**src/rtl/core/compact_record_header_encoder_defines.svh**
```systemverilog
// Assertion macros for the compact record header encoder.
// Used by the top level; no other dependencies.
`ifndef COMPACT_RECORD_HEADER_ENCODER_DEFINES_SVH
`define COMPACT_RECORD_HEADER_ENCODER_DEFINES_SVH

// Same-cycle implication, disabled during reset.
`define CRHE_ASSERT_NOW(label, clk, rst, ante, cons) \
   label: assert property (@(posedge clk) disable iff (rst) (ante) |-> (cons)) \
      else $error("crhe assertion failed");

// Next-cycle implication, disabled during reset.
`define CRHE_ASSERT_NEXT(label, clk, rst, ante, cons) \
   label: assert property (@(posedge clk) disable iff (rst) (ante) |=> (cons)) \
      else $error("crhe assertion failed");

`endif

```
**src/rtl/core/crhe_pkg.sv**
```systemverilog
// Package for the compact record header encoder: field widths, constants,
// transaction and state types. No dependencies.
`default_nettype none

package crhe_pkg;

   localparam int unsigned LEN_W      = 14;
   localparam int unsigned BYTE_W     = 8;
   localparam int unsigned CNT_W      = 2;
   localparam int unsigned OFFSET_W   = 16;
   localparam int unsigned HDR_W      = 12;
   localparam int unsigned NBITS_W    = 3;

   localparam logic [BYTE_W-1:0]   EXTERN_FLAG  = 8'hc0;
   localparam logic [BYTE_W-1:0]   TWO_BYTE_FLAG = 8'h80;
   localparam logic [LEN_W-1:0]    SHORT_LIMIT  = 14'd128;
   localparam logic [OFFSET_W-1:0] DATA_MAX     = 16'hffff;
   localparam logic [HDR_W-1:0]    HEADER_MAX   = 12'hfff;

   localparam logic [CNT_W-1:0] NO_LEN_BYTES  = 2'd0;
   localparam logic [CNT_W-1:0] ONE_LEN_BYTE  = 2'd1;
   localparam logic [CNT_W-1:0] TWO_LEN_BYTES = 2'd2;

   typedef struct packed {
      logic [LEN_W-1:0] field_length;
      logic             nullable;
      logic             is_null;
      logic             fixed_size;
      logic             wide_column;
      logic             external;
      logic             node_pointer;
      logic             last;
   } req_type;

   typedef struct packed {
      logic [CNT_W-1:0]    length_byte_count;
      logic [BYTE_W-1:0]   length_byte_first;
      logic [BYTE_W-1:0]   length_byte_second;
      logic                null_byte_valid;
      logic [BYTE_W-1:0]   null_byte;
      logic [OFFSET_W-1:0] data_start;
      logic [LEN_W-1:0]    data_count;
      logic [HDR_W-1:0]    header_total;
      logic [OFFSET_W-1:0] data_total;
      logic                record_done;
   } rsp_type;

   // Per-record running state.
   typedef struct packed {
      logic [BYTE_W-1:0]   null_accumulator;
      logic [NBITS_W-1:0]  null_bits_used;
      logic [OFFSET_W-1:0] data_end;
      logic [HDR_W-1:0]    header_count;
   } state_type;

endpackage

`default_nettype wire

```
**src/rtl/core/crhe_channels.sv**
```systemverilog
// Valid/ready channel interfaces for field descriptors and header results.
// Depends on crhe_pkg.
`default_nettype none

interface crhe_req_intf;
   logic                         valid;
   logic                         ready;
   logic [crhe_pkg::LEN_W-1:0]   field_length;
   logic                         nullable;
   logic                         is_null;
   logic                         fixed_size;
   logic                         wide_column;
   logic                         external;
   logic                         node_pointer;
   logic                         last;

   modport source (output valid, field_length, nullable, is_null, fixed_size,
                   wide_column, external, node_pointer, last, input ready);
   modport sink   (input valid, field_length, nullable, is_null, fixed_size,
                   wide_column, external, node_pointer, last, output ready);
endinterface

interface crhe_rsp_intf;
   logic                           valid;
   logic                           ready;
   logic [crhe_pkg::CNT_W-1:0]     length_byte_count;
   logic [crhe_pkg::BYTE_W-1:0]    length_byte_first;
   logic [crhe_pkg::BYTE_W-1:0]    length_byte_second;
   logic                           null_byte_valid;
   logic [crhe_pkg::BYTE_W-1:0]    null_byte;
   logic [crhe_pkg::OFFSET_W-1:0]  data_start;
   logic [crhe_pkg::LEN_W-1:0]     data_count;
   logic [crhe_pkg::HDR_W-1:0]     header_total;
   logic [crhe_pkg::OFFSET_W-1:0]  data_total;
   logic                           record_done;

   modport source (output valid, length_byte_count, length_byte_first,
                   length_byte_second, null_byte_valid, null_byte, data_start,
                   data_count, header_total, data_total, record_done,
                   input ready);
   modport sink   (input valid, length_byte_count, length_byte_first,
                   length_byte_second, null_byte_valid, null_byte, data_start,
                   data_count, header_total, data_total, record_done,
                   output ready);
endinterface

`default_nettype wire

```
**src/rtl/core/crhe_field_calc.sv**
```systemverilog
// Combinational per-field encoder: length header bytes, null bitmap,
// data offsets and next record state. Depends on crhe_pkg.
`default_nettype none

module crhe_field_calc (
   input  crhe_pkg::req_type   fld,
   input  crhe_pkg::state_type st,
   output crhe_pkg::rsp_type   res,
   output crhe_pkg::state_type st_next
);

   logic                             done;
   logic                             flag_slot;
   logic                             null_here;
   logic [crhe_pkg::BYTE_W-1:0]      acc_set;
   logic [crhe_pkg::NBITS_W:0]       used_inc;
   logic [crhe_pkg::OFFSET_W:0]      data_sum;
   logic [crhe_pkg::HDR_W:0]         hdr_sum;
   logic [crhe_pkg::BYTE_W-1:0]      len_hi;
   crhe_pkg::state_type              upd;

   always_comb begin
      done      = fld.node_pointer | fld.last;
      flag_slot = ~fld.node_pointer & fld.nullable;
      null_here = flag_slot & fld.is_null;
      len_hi    = {2'b00, fld.field_length[crhe_pkg::LEN_W-1:crhe_pkg::BYTE_W]};

      res = '0;
      res.data_start  = st.data_end;
      res.record_done = done;
      upd = st;

      // null bitmap
      acc_set  = st.null_accumulator |
                 (fld.is_null ? (crhe_pkg::BYTE_W'(1) << st.null_bits_used) : '0);
      used_inc = {1'b0, st.null_bits_used} + 1'b1;
      if (flag_slot) begin
         if (used_inc[crhe_pkg::NBITS_W]) begin
            res.null_byte_valid  = 1'b1;
            res.null_byte        = acc_set;
            upd.null_accumulator = '0;
            upd.null_bits_used   = '0;
         end else begin
            upd.null_accumulator = acc_set;
            upd.null_bits_used   = used_inc[crhe_pkg::NBITS_W-1:0];
         end
      end

      // length header bytes
      if (!fld.node_pointer && !null_here && !fld.fixed_size) begin
         if (fld.external) begin
            res.length_byte_count  = crhe_pkg::TWO_LEN_BYTES;
            res.length_byte_first  = len_hi | crhe_pkg::EXTERN_FLAG;
            res.length_byte_second = fld.field_length[crhe_pkg::BYTE_W-1:0];
         end else if (fld.field_length < crhe_pkg::SHORT_LIMIT || !fld.wide_column) begin
            res.length_byte_count  = crhe_pkg::ONE_LEN_BYTE;
            res.length_byte_first  = fld.field_length[crhe_pkg::BYTE_W-1:0];
         end else begin
            res.length_byte_count  = crhe_pkg::TWO_LEN_BYTES;
            res.length_byte_first  = len_hi | crhe_pkg::TWO_BYTE_FLAG;
            res.length_byte_second = fld.field_length[crhe_pkg::BYTE_W-1:0];
         end
      end

      // running totals, saturating
      data_sum = {1'b0, st.data_end} +
                 (crhe_pkg::OFFSET_W+1)'(fld.field_length);
      if (!null_here) begin
         res.data_count = fld.field_length;
         upd.data_end   = data_sum[crhe_pkg::OFFSET_W] ? crhe_pkg::DATA_MAX :
                          data_sum[crhe_pkg::OFFSET_W-1:0];
      end
      hdr_sum = {1'b0, st.header_count} + (crhe_pkg::HDR_W+1)'(res.length_byte_count);
      upd.header_count = hdr_sum[crhe_pkg::HDR_W] ? crhe_pkg::HEADER_MAX :
                         hdr_sum[crhe_pkg::HDR_W-1:0];

      res.header_total = upd.header_count;
      res.data_total   = upd.data_end;

      // flush a partial bitmap byte at record end
      if (done && !res.null_byte_valid && upd.null_bits_used != '0) begin
         res.null_byte_valid = 1'b1;
         res.null_byte       = upd.null_accumulator;
      end

      st_next = done ? '0 : upd;
   end

endmodule

`default_nettype wire

```
**src/rtl/core/compact_record_header_encoder.sv**
```systemverilog
// Top level of the compact record header encoder: input register, field
// encoder and result register. Depends on crhe_pkg, crhe_channels,
// crhe_field_calc and the assertion macro header.
`default_nettype none
`include "compact_record_header_encoder_defines.svh"

// Compact record header encoder. Field descriptors of one record arrive in
// order on req_ch, one per transaction; each yields exactly one result
// transaction on rsp_ch with the field's length header bytes (0, 1 or 2),
// any completed null bitmap byte, the field's data offset and byte count,
// and the running header/data totals (saturating at 4095 / 65535). A field
// with last or node_pointer set closes the record: a partial bitmap byte is
// flushed with its result and the running state returns to zero for the
// next record. Throughput is one field per cycle while rsp_ch does not stall.
// An accepted field passes through the input register, then the result
// register, with the record state updated as the field moves between the
// two. Stalls on rsp_ch back up through both registers; req_ch.ready is
// high when the input register is empty or its field leaves in the same
// cycle, which needs the result register to be free or draining.
module compact_record_header_encoder (
   input  wire logic          clock,
   input  wire logic          reset,
   crhe_req_intf.sink         req_ch,
   crhe_rsp_intf.source       rsp_ch
);

   // input register stage
   logic                 in_valid_ff, in_valid_in;
   crhe_pkg::req_type    in_data_ff, in_data_in;
   // result register stage
   logic                 out_valid_ff, out_valid_in;
   crhe_pkg::rsp_type    out_data_ff, out_data_in;
   // per-record state
   crhe_pkg::state_type  state_ff, state_in;

   crhe_pkg::rsp_type    calc_res;
   crhe_pkg::state_type  calc_state;
   logic                 out_free;
   logic                 advance;
   logic                 req_take;

   crhe_field_calc u_calc (
      .fld     (in_data_ff),
      .st      (state_ff),
      .res     (calc_res),
      .st_next (calc_state)
   );

   always_comb begin
      out_free = ~out_valid_ff | rsp_ch.ready;
      advance  = in_valid_ff & out_free;           // field leaves input register
      req_ch.ready = ~in_valid_ff | advance;
      req_take = req_ch.valid & req_ch.ready;

      in_valid_in = req_take | (in_valid_ff & ~advance);
      in_data_in  = in_data_ff;
      if (req_take) begin
         in_data_in.field_length = req_ch.field_length;
         in_data_in.nullable     = req_ch.nullable;
         in_data_in.is_null      = req_ch.is_null;
         in_data_in.fixed_size   = req_ch.fixed_size;
         in_data_in.wide_column  = req_ch.wide_column;
         in_data_in.external     = req_ch.external;
         in_data_in.node_pointer = req_ch.node_pointer;
         in_data_in.last         = req_ch.last;
      end

      out_valid_in = advance | (out_valid_ff & ~rsp_ch.ready);
      out_data_in  = advance ? calc_res : out_data_ff;
      state_in     = advance ? calc_state : state_ff;
   end

   always_ff @(posedge clock) begin
      if (reset) begin
         in_valid_ff  <= 1'b0;
         out_valid_ff <= 1'b0;
         state_ff     <= '0;
      end else begin
         in_valid_ff  <= in_valid_in;
         out_valid_ff <= out_valid_in;
         state_ff     <= state_in;
      end
   end

   // payload registers, no reset
   always_ff @(posedge clock) begin
      in_data_ff  <= in_data_in;
      out_data_ff <= out_data_in;
   end

   assign rsp_ch.valid              = out_valid_ff;
   assign rsp_ch.length_byte_count  = out_data_ff.length_byte_count;
   assign rsp_ch.length_byte_first  = out_data_ff.length_byte_first;
   assign rsp_ch.length_byte_second = out_data_ff.length_byte_second;
   assign rsp_ch.null_byte_valid    = out_data_ff.null_byte_valid;
   assign rsp_ch.null_byte          = out_data_ff.null_byte;
   assign rsp_ch.data_start         = out_data_ff.data_start;
   assign rsp_ch.data_count         = out_data_ff.data_count;
   assign rsp_ch.header_total       = out_data_ff.header_total;
   assign rsp_ch.data_total         = out_data_ff.data_total;
   assign rsp_ch.record_done        = out_data_ff.record_done;

   // record end clears the running state
   `CRHE_ASSERT_NEXT(a_state_cleared_after_done, clock, reset,
      advance && (in_data_ff.last || in_data_ff.node_pointer), state_ff == '0)
   // never three length bytes
   `CRHE_ASSERT_NOW(a_len_count_legal, clock, reset,
      out_valid_ff, out_data_ff.length_byte_count != 2'd3)
   // bitmap byte only shown when flagged
   `CRHE_ASSERT_NOW(a_null_byte_quiet, clock, reset,
      out_valid_ff && !out_data_ff.null_byte_valid, out_data_ff.null_byte == '0)
   // state must hold whenever no field leaves the input register, as in a stall
   `CRHE_ASSERT_NEXT(a_state_holds_on_stall, clock, reset,
      !advance, state_ff == $past(state_ff))

endmodule

`default_nettype wire
```
**src/flat_wrapper.sv**
```systemverilog
// flat-port wrapper written by rule: the top's interface ports become plain ports
module compact_record_header_encoder_flat 
  (clock, reset, req_ch_valid, req_ch_field_length, req_ch_nullable, req_ch_is_null, req_ch_fixed_size, req_ch_wide_column, req_ch_external, req_ch_node_pointer, req_ch_last, req_ch_ready, rsp_ch_valid, rsp_ch_length_byte_count, rsp_ch_length_byte_first, rsp_ch_length_byte_second, rsp_ch_null_byte_valid, rsp_ch_null_byte, rsp_ch_data_start, rsp_ch_data_count, rsp_ch_header_total, rsp_ch_data_total, rsp_ch_record_done, rsp_ch_ready);
  crhe_req_intf req_ch_i ();
  crhe_rsp_intf rsp_ch_i ();
  input  wire logic clock;
  input  wire logic reset;
  input wire logic [$bits(req_ch_i.valid)-1:0] req_ch_valid;
  input wire logic [$bits(req_ch_i.field_length)-1:0] req_ch_field_length;
  input wire logic [$bits(req_ch_i.nullable)-1:0] req_ch_nullable;
  input wire logic [$bits(req_ch_i.is_null)-1:0] req_ch_is_null;
  input wire logic [$bits(req_ch_i.fixed_size)-1:0] req_ch_fixed_size;
  input wire logic [$bits(req_ch_i.wide_column)-1:0] req_ch_wide_column;
  input wire logic [$bits(req_ch_i.external)-1:0] req_ch_external;
  input wire logic [$bits(req_ch_i.node_pointer)-1:0] req_ch_node_pointer;
  input wire logic [$bits(req_ch_i.last)-1:0] req_ch_last;
  output wire logic [$bits(req_ch_i.ready)-1:0] req_ch_ready;
  output wire logic [$bits(rsp_ch_i.valid)-1:0] rsp_ch_valid;
  output wire logic [$bits(rsp_ch_i.length_byte_count)-1:0] rsp_ch_length_byte_count;
  output wire logic [$bits(rsp_ch_i.length_byte_first)-1:0] rsp_ch_length_byte_first;
  output wire logic [$bits(rsp_ch_i.length_byte_second)-1:0] rsp_ch_length_byte_second;
  output wire logic [$bits(rsp_ch_i.null_byte_valid)-1:0] rsp_ch_null_byte_valid;
  output wire logic [$bits(rsp_ch_i.null_byte)-1:0] rsp_ch_null_byte;
  output wire logic [$bits(rsp_ch_i.data_start)-1:0] rsp_ch_data_start;
  output wire logic [$bits(rsp_ch_i.data_count)-1:0] rsp_ch_data_count;
  output wire logic [$bits(rsp_ch_i.header_total)-1:0] rsp_ch_header_total;
  output wire logic [$bits(rsp_ch_i.data_total)-1:0] rsp_ch_data_total;
  output wire logic [$bits(rsp_ch_i.record_done)-1:0] rsp_ch_record_done;
  input wire logic [$bits(rsp_ch_i.ready)-1:0] rsp_ch_ready;
  assign req_ch_i.valid = req_ch_valid;
  assign req_ch_i.field_length = req_ch_field_length;
  assign req_ch_i.nullable = req_ch_nullable;
  assign req_ch_i.is_null = req_ch_is_null;
  assign req_ch_i.fixed_size = req_ch_fixed_size;
  assign req_ch_i.wide_column = req_ch_wide_column;
  assign req_ch_i.external = req_ch_external;
  assign req_ch_i.node_pointer = req_ch_node_pointer;
  assign req_ch_i.last = req_ch_last;
  assign req_ch_ready = req_ch_i.ready;
  assign rsp_ch_valid = rsp_ch_i.valid;
  assign rsp_ch_length_byte_count = rsp_ch_i.length_byte_count;
  assign rsp_ch_length_byte_first = rsp_ch_i.length_byte_first;
  assign rsp_ch_length_byte_second = rsp_ch_i.length_byte_second;
  assign rsp_ch_null_byte_valid = rsp_ch_i.null_byte_valid;
  assign rsp_ch_null_byte = rsp_ch_i.null_byte;
  assign rsp_ch_data_start = rsp_ch_i.data_start;
  assign rsp_ch_data_count = rsp_ch_i.data_count;
  assign rsp_ch_header_total = rsp_ch_i.header_total;
  assign rsp_ch_data_total = rsp_ch_i.data_total;
  assign rsp_ch_record_done = rsp_ch_i.record_done;
  assign rsp_ch_i.ready = rsp_ch_ready;
  compact_record_header_encoder u_core (.clock(clock), .reset(reset), .req_ch(req_ch_i), .rsp_ch(rsp_ch_i));
endmodule
```
**config.mk**
```make
export PLATFORM = sky130hd
export DESIGN_NAME = compact_record_header_encoder_flat
export DESIGN_NICKNAME = d
export VERILOG_FILES = /design/src/rtl/core/crhe_pkg.sv /design/src/rtl/core/crhe_channels.sv /design/src/rtl/core/crhe_field_calc.sv /design/src/rtl/core/compact_record_header_encoder.sv /design/src/flat_wrapper.sv
export VERILOG_INCLUDE_DIRS = /design/src /design/src/rtl/core
export SDC_FILE = /design/constraint.sdc
export NUM_CORES = 1
export LEC_CHECK = 0
export BUFFER_PORTS_ARGS = -buffer_cell sky130_fd_sc_hd__buf_2
export CAP_MARGIN = 20
export CORE_AREA = 2 2 132 134
export CTS_CLUSTER_DIAMETER = 200
export DETAILED_ROUTE_END_ITERATION = 7
export DIE_AREA = 0 0 134 136
export GPL_ROUTABILITY_DRIVEN = 0
export SYNTH_ARGS = -nofsm -noshare
export SYNTH_HDL_FRONTEND = slang
export SYNTH_SLANG_ARGS = --single-unit
```
**constraint.sdc**
```tcl
create_clock -name clock -period 4 [get_ports clock]
set_input_delay 0.6 -clock clock [delete_from_list [all_inputs] [get_ports clock]]
set_output_delay 0.6 -clock clock [all_outputs]
set_load 0.05 [all_outputs]
```
[Yosys cells after proc, flatten, opt, wreduce, memory -nomap -nowiden]
Index checks and enable logic that the tools add are counted.
W data, S select, Z words.
Cells by class
  add/sub/neg operators: 3
  $lt $le $gt $ge: 1
  shifts and indexed selects: 1
  multiplexer cells: 14
  bitwise gates (word level): 17
  reductions and logical operators: 11
Operator list (number)
  $mux W39: 1
  $mux W18: 2
  $mux W16: 2
  $mux W8: 3
  $mux W11: 2
  $mux W9: 2
  $add A16 B14 Y17: 1
  $lt A14 B8 Y1 const B: 1
  $add A12 B2 Y13: 1
  $mux W12: 1
  $mux W10: 1
  $or A8 B8 Y8: 1
  $shl A1 B3 Y8 const A: 1
  $and A1 B1 Y1: 6
  $logic_not A1 Y1: 5
  $not A1 Y1: 5
  $or A1 B1 Y1: 5
  $add A3 B1 Y4 const B: 1
  $logic_and A1 B1 Y1: 4
  $reduce_bool A3 Y1: 1
  $logic_or A1 B1 Y1: 1
Word-level totals
  register bits after elaboration: 148
  output and inout bits: 88
  word-level logic and storage cells: 71

[Logic depth before layout (Yosys ltp)]
Gate-level depths: netlist of run 1.
  depth after elaboration: 10
  mapped depth: 18
  gate-level depth less buffers: 15

[Cells and area by module]
A second synthesis of run 1 with hierarchy kept.
Second synthesis, totals
  cells, all modules: 636
  area total of the unflattened synthesis: 7290.7 sq um
By module, submodules not included
  compact_record_header_encoder: times used 1, cells an instance 286, area an instance 5081.1 sq um
  crhe_field_calc: times used 1, cells an instance 350, area an instance 2209.6 sq um

[Worst setup path after synthesis of run 1]
Ideal clock, no wire load.
  path type: register to register
  start: register u_core.out_valid_ff (netlist: u_core.rsp_ch.valid)
  end: register u_core.state_ff[23] (netlist name)
  setup time: 0.303 ns
  arrival: 3.946 ns
  required time: 3.697 ns
  slack: -0.249 ns
  stages on the path, launching flop included: 7
  buffers on the path: 2
  clock period less this slack: 4.249 ns
  cells stage by stage: dfxtp_1 > nor2b_1 > nand2b_1 > buf_2 > inv_2 > clkbuf_1 > a221oi_1
On the way
  cells in the longest elaborated chain, start to end: 3
RTL lines
  start: declaration: line compact_record_header_encoder.sv:31  | logic out_valid_ff, out_valid_in;
  start signal: assignment: line compact_record_header_encoder.sv:80  | out_valid_ff <= out_valid_in;
  $not A1 Y1: line compact_record_header_encoder.sv:50  | out_free = ~out_valid_ff | rsp_ch.ready;
  $or A1 B1 Y1: line compact_record_header_encoder.sv:50
  $and A1 B1 Y1: line compact_record_header_encoder.sv:51  | advance = in_valid_ff & out_free;
  named net u_core.advance: line compact_record_header_encoder.sv:39  | logic advance;
  end signal: assignment: line compact_record_header_encoder.sv:81  | state_ff <= state_in;
  end: declaration: line compact_record_header_encoder.sv:34  | crhe_pkg::state_type state_ff, state_in;
The timed path passes the listed nets, and every way through them passes these cells.
A chain may end at the register's enable or synchronous reset.

==> reports/metrics.cfg, run 1 <==
[run_status]
status = finished, final reports clean

[global_routing]
overflow = 0
grt_first_pass_wirelength_um = 24410
grt_antenna_before_repair = 0
grt_util_all_layers_pct = 17.54
grt_pass1_vias = 4685
grt_max_degree = 50

[power]
seq_power_share_pct = 48.3
pwr-share-clk_pct = 40.2
p_leak_nw = 3.145
p_per_area_nw_per_um2 = 452.3
switchingPower_mw = 0.9476
switching_share_pct = 26.18
ir_drop_uv = 303.5
p_int_mw = 2.672
comb_power_share_pct = 11.5

[cts]
clock_sinks = 148
worstSkewPairLatency_ns = 0.42
cts_tree = done
cts.repair.resized = 0
h-tree-depth = 4
cts_buffers = 17
clockRootBuffer = clkbuf_16
hold_buffers = 0
post-cts-setup-buffers = 0
path_clk_slew_ns = 0.06
clk_path_buf_depth = 2

[setup_path]
critPathMaxFanout = 20
r2r_start = u_core.in_data_ff[16]
cp-start-kind = flip-flop
reg2reg_to = u_core.state_ff[3]
rr_worst_depth = 15
reg2reg_setup_slack_ns = 0.21
cp.required_ns = 4.36
critPathKind = flip-flop to flip-flop
worst_ep_arrival_time_ns = 4.15
cp-end-kind = flip-flop

[route]
drt-initial-drc-count = 322
dr.pass1.iters = 5
dr_total_vias = 4949
drc_errors = 0
viasPerCell = 5.287
wl_um = 16040
drt-wirelength-per-cell_um = 17.13
ant_nets = 0

[logic_synthesis]
synthCells = 580
synthArstFlopShare_pct = 0
synth_top_cell_by_area = edfxtp_1
yosysTopAreaCellShare_pct = 48.65
netlist_top_cells_count = edfxtp_1, nor2_1, nand2_1, a21oi_1, dfxtp_1
yosysUniqueCellTypes = 64
syn_avg_cell_area_sq_um = 11.39
ys_seq_area_share_pct = 61.08
synth-main-ff-cell = edfxtp_1
yosysWarnings = 0
synth_edf_count = 107
ys_ff_latch = 148
syn_area_sq_um = 6604
synth_nets = 629
yosysMostFrequentCell = edfxtp_1
synth_area_leaders = edfxtp_1, dfxtp_1, ha_1

[cells_and_area]
drive_above_1_share_pct = 23.49
nets = 747
area_delta_synth_final_pct = 21.20
final_cell_area_sq_um = 8004
layout.cells.non_filler = 936
diodes = 0

[placement]
place_area_sq_um = 7442
io_buffers = 112
dp.final_hpwl_um = 11370
dp_cells = 904

[min_path]
whs_path_depth = 1
hp-start = req_ch_field_length[1]
min_to = u_core.in_data_ff[8]
hold_path.class = primary input to flip-flop

[timing]
timing.final.crit_share_pct = 94.70
finClkSkew_ns = 0.008786
fin_hold_ws_ns = 0.3542
finalHoldViolCount = 0
max_slew_margin_pct = 26.91
slew_viol_final = 0
worstMarginPinSlew_ns = 1.096
fmax_mhz = 264.0
post-route-min-period_ns = 3.788
fin_tns_setup_ns = 0
finalSetupViolations = 0

[floorplanning]
std_cell_rows = 48
start_util_pct = 39.13
die_h_um = 136
core_area_sq_um = 16880
die_w_um = 134
die_area_sq_um = 18220
boundaryPins = 113

[job]
maxCapViolations = 0

-- stage by stage --
| step | util [%] | worst slack, ns | power [mW] |
|---|---|---|---|
| 6_report | 47.43 | 0.2122 | 3.620 |
| 5_1_grt | 47.43 | -0.008471 | 3.752 |
| 4_1_cts | 47.32 | 0.09162 | 3.652 |
| 3_5_place_dp | 44.10 | 0.1211 | 2.195 |
| 3_3_place_gp | 44.10 | 0.2283 | 2.191 |
| 2_1_floorplan | - | 0.2692 | 2.077 |
-- flip-flops by register name (all words and copies together), names as in the netlist --
signal,count
u_core.state_ff,39
u_core.in_data_ff,21
u_core.rsp_ch.data_start,16
u_core.rsp_ch.data_total,16
u_core.rsp_ch.data_count,14
u_core.rsp_ch.header_total,12
u_core.rsp_ch.length_byte_first,8
u_core.rsp_ch.length_byte_second,8
u_core.rsp_ch.null_byte,8
u_core.rsp_ch.length_byte_count,2
u_core.in_valid_ff,1
u_core.rsp_ch.null_byte_valid,1
u_core.rsp_ch.record_done,1
u_core.rsp_ch.valid,1
-- routing by layer --
layer	part of all wire, %	GRT usage, %
met1	43	22.33
met2	49	29.34
met3	6.8	4.474
met4	1.6	5.674
met5	0	0
-- cells by family (layout without fill, tap and decap cells) --
group / after synthesis / count (layout) / synth area share [%]
AND/OR/NAND/NOR: 189 / 189 / 13.45
AO/OA/AOI/OAI: 156 / 156 / 15.57
multiplexers: 2 / 2 / 0.3032
buffers and inverters: 46 / 177 / 2.823
flip-flops: 148 / 148 / 61.08
adder cells (fa/ha/maj): 24 / 24 / 4.774
XOR/XNOR: 15 / 15 / 1.989
-- cells in the final DEF (no fill, tap or decap), types with 4 or more instances in the layout --
master and count:
a21o_1 8, a21oi_1 48, a22oi_1 11, a31oi_1 9, a32oi_1 5, and2_1 23
buf_2 112, buf_4 15, clkbuf_16 17, clkinv_4 4, dfxtp_1 41, edfxtp_1 107
ha_1 22, inv_1 14, nand2_1 52, nand2b_1 7, nand3_1 7, nand4_1 5
nor2_1 65, nor3_1 6, o211ai_1 5, o21a_1 9, o21ai_0 23, o22a_1 5
or3_1 4, xnor2_1 8, xor2_1 7
-- area by class of cell --
cell class                 instances  area (sq um)
clock buffer                      19         432.9
clock inverter                    13         111.4
fill                            1556          8872
inverter                          18         70.07
multi-input combinational        386          2401
sequential                       148          4034
tap                              225         281.5
timing repair buffer             127         673.1
-- power groups by stage --
stage,sequential (mW),clock [mW],combinational [mW]
finish,1.75,1.46,0.416
global route,1.75,1.55,0.445
CTS,1.75,1.49,0.417
detailed placement,1.78,0,0.415
global placement,1.78,0,0.411
floorplan,1.93,0,0.150
-- worst max path at each step --
stage | startpoint | endpoint | slack (ns) | cells past startpoint
floorplan | u_core.in_data_ff[16] | u_core.state_ff[6] | 0.27 | 17
global placement | u_core.in_data_ff[16] | u_core.state_ff[3] | 0.23 | 15
detailed placement | u_core.in_data_ff[16] | u_core.state_ff[3] | 0.12 | 15
CTS | u_core.in_data_ff[16] | u_core.state_ff[3] | 0.09 | 15
global route | u_core.in_data_ff[16] | u_core.state_ff[3] | -0.008 | 15
finish | u_core.in_data_ff[16] | u_core.state_ff[3] | 0.21 | 15
-- worst max-delay path: stages (launching register included) --
cell	delay, ns
edfxtp_1	0.38
or4_1	0.55
o41ai_2	0.28
nor2b_4	0.23
inv_2	0.05
nor2_2	0.13
ha_1	0.19
inv_1	0.06
fa_1	0.44
and3b_1	0.30
nand2_1	0.10
or3_1	0.35
buf_4	0.21
a41oi_1	0.23
o22ai_1	0.12
nor2_1	0.12
Power figures use the tool's default switching activity.
==> run 2, diff against run 1 <==
Settings changed: PLACE_DENSITY set to 0.67.
Clock period 4 ns to 4.1 ns, I/O delays scaled along.
==> run 2 against run 1 <==
  * Worst hold slack improved by 0.0067 ns
  * Count of clock-buffer cells in the layout grew 3
  * Cell count decreased by 0.21%
  * Via count grew 0.77%
  * First-iteration DRC count up 31%
  * Die area unchanged
  * Sequential cell count unchanged
  * Fmax fell by 0.23%
  * Cell area about the same
  * Sequential power decreased by 2%
  * Wire length decreased by 2.3%
  * Critical endpoint unchanged
  * Highest routed layer unchanged
==> reports/metrics.cfg, run 2 (synthesis gave the netlist of run 1 again) <==
[floorplanning]
core_area_sq_um = 16880
boundaryPins = 113
die_h_um = 136
start_util_pct = 39.13
die_w_um = 134
std_cell_rows = 48
die_area_sq_um = 18220

[power]
p_leak_nw = 3.141
power_mw = 3.557
p_per_area_nw_per_um2 = 444.0
ir_drop_uv = 339.1

[timing]
rsz0062_at_grt = false
finalSetupViolations = 0
worstMarginPinSlew_ns = 0.8755
fmax_mhz = 263.4
slew_viol_final = 0
fin_tns_setup_ns = 0
post-route-min-period_ns = 3.796
finalHoldViolCount = 0
finClkSkew_ns = 0.01409
fin_ws_ns = 0.3036
timing.final.crit_share_pct = 92.60
max_slew_margin_pct = 41.63

[route]
viasPerCell = 5.339
dr_total_vias = 4987
drc_errors = 0
dr.pass1.iters = 5
wl_um = 15670
drt-wirelength-per-cell_um = 16.78
ant_nets = 0
drt-initial-drc-count = 422

[setup_path]
cp-end-kind = flip-flop
worst_ep_arrival_time_ns = 4.16
cpPeakStageDelay_ns = 0.54
crit_chain = or4_1 > o41ai_2 > nor2b_2 > inv_2 > nor2_1 > ha_1 > inv_1 > fa_1 > and3b_1 > nand2_1 > or3_4 > a41oi_1 > o22ai_1 > nor2_1
critPathKind = flip-flop to flip-flop
crit_top_cell = nor2_1
reg2reg_setup_slack_ns = 0.30
critPathMaxFanout = 20
slowest_stage = or4_1
cp.required_ns = 4.47
cp-start-kind = flip-flop

[global_routing]
grt_antenna_before_repair = 1
overflow = 0
grt_util_all_layers_pct = 17.30
grt_pass1_vias = 4614
grt_first_pass_wirelength_um = 23670
grt_max_degree = 73

[cts]
h-tree-depth = 4
clockRootBuffer = clkbuf_16
path_clk_slew_ns = 0.06
clock_sinks = 148
cts_tree = done
hold_buffers = 0
clk_path_buf_depth = 2
worstSkewPairLatency_ns = 0.43
cts_buffers = 17

[placement]
dp.final_hpwl_um = 11220
place_ws_ns = 0.005723
place_area_sq_um = 7403
io_buffers = 112

[cells_and_area]
largest_register_ff_count = 39
top_register = u_core.state_ff
final_cell_area_sq_um = 8011
reg_top3 = u_core.state_ff x39, u_core.in_data_ff x21
nets = 743
final_common_cell = buf_2
drive_above_1_share_pct = 23.20
layout_common_cells = buf_2, edfxtp_1, nor2_1
area_delta_synth_final_pct = 21.31

[min_path]
hold_path.class = primary input to flip-flop

[job]
maxCapViolations = 0

[run_status]
status = finished, final reports clean

run 2: cell count changes in the layout (fill, tap and decap cells not counted), moves of 2 or more:
cell / change
clkbuf_16: +2
clkinv_1: -2
diode_2: +2
buf_4: -5
run 2: final cells by class:
cell class | instances | area [sq um]
tap | 225 | 281.5
multi-input combinational | 386 | 2399
inverter | 18 | 68.82
sequential | 148 | 4034
fill | 1527 | 8865
clock inverter | 10 | 73.82
clock buffer | 22 | 486.7
antenna | 2 | 5.005
timing repair buffer | 123 | 663.1
run 2: what timing repair did:
| action | 4_1_cts | 5_1_grt |
|---|---|---|
| resized for setup | 1 | 2 |
| buffers inserted | 0 | 0 |
| endpoints found under the setup margin | 1 | 5 |
run 2: final timing paths:
kind	start	endpoint	depth (start not counted)
setup reg to reg	u_core.in_data_ff[14]	u_core.state_ff[3]	14
setup / recovery	u_core.in_data_ff[14]	u_core.state_ff[3]	14
hold reg to reg	u_core.state_ff[12]	u_core.state_ff[12]	2
hold / removal	req_ch_field_length[1]	u_core.in_data_ff[8]	1
run 2: critical path: cells and delay by family (launching register included):
family / cells / cell delay, ns
fa+ha+maj: 2 / 0.64
compound gates: 3 / 0.58
simple gates: 7 / 1.99
buf+inv: 2 / 0.10
flops: 1 / 0.42
run 2: where the power goes:
| group | internal (mW) | leakage, nW | switching [mW] |
|---|---|---|---|
| Combinational | 0.102 | 1.53 | 0.300 |
| Sequential | 1.68 | 1.34 | 0.0301 |
| Clock | 0.847 | 0.271 | 0.603 |
run 2: per-layer routing:
layer  share of wire, %  vias up  global-route usage, %
li1                   -     2369                      -
met1                 41     2389                  20.30
met2                 50      190                  28.69
met3                5.7       39                  4.586
met4                3.4        0                  10.11
met5                  0        -                      0
run 2: stage by stage:
| step | cells | hold WS (ns) | util (%) |
|---|---|---|---|
| floorplan | 580 | 0.4367 | - |
| global placement | 899 | 0.4687 | 43.87 |
| detailed placement | 899 | 0.4813 | 43.87 |
| CTS | 931 | 0.3426 | 47.22 |
| global route | 933 | 0.3393 | 47.46 |
| finish | 934 | 0.3609 | 47.47 |
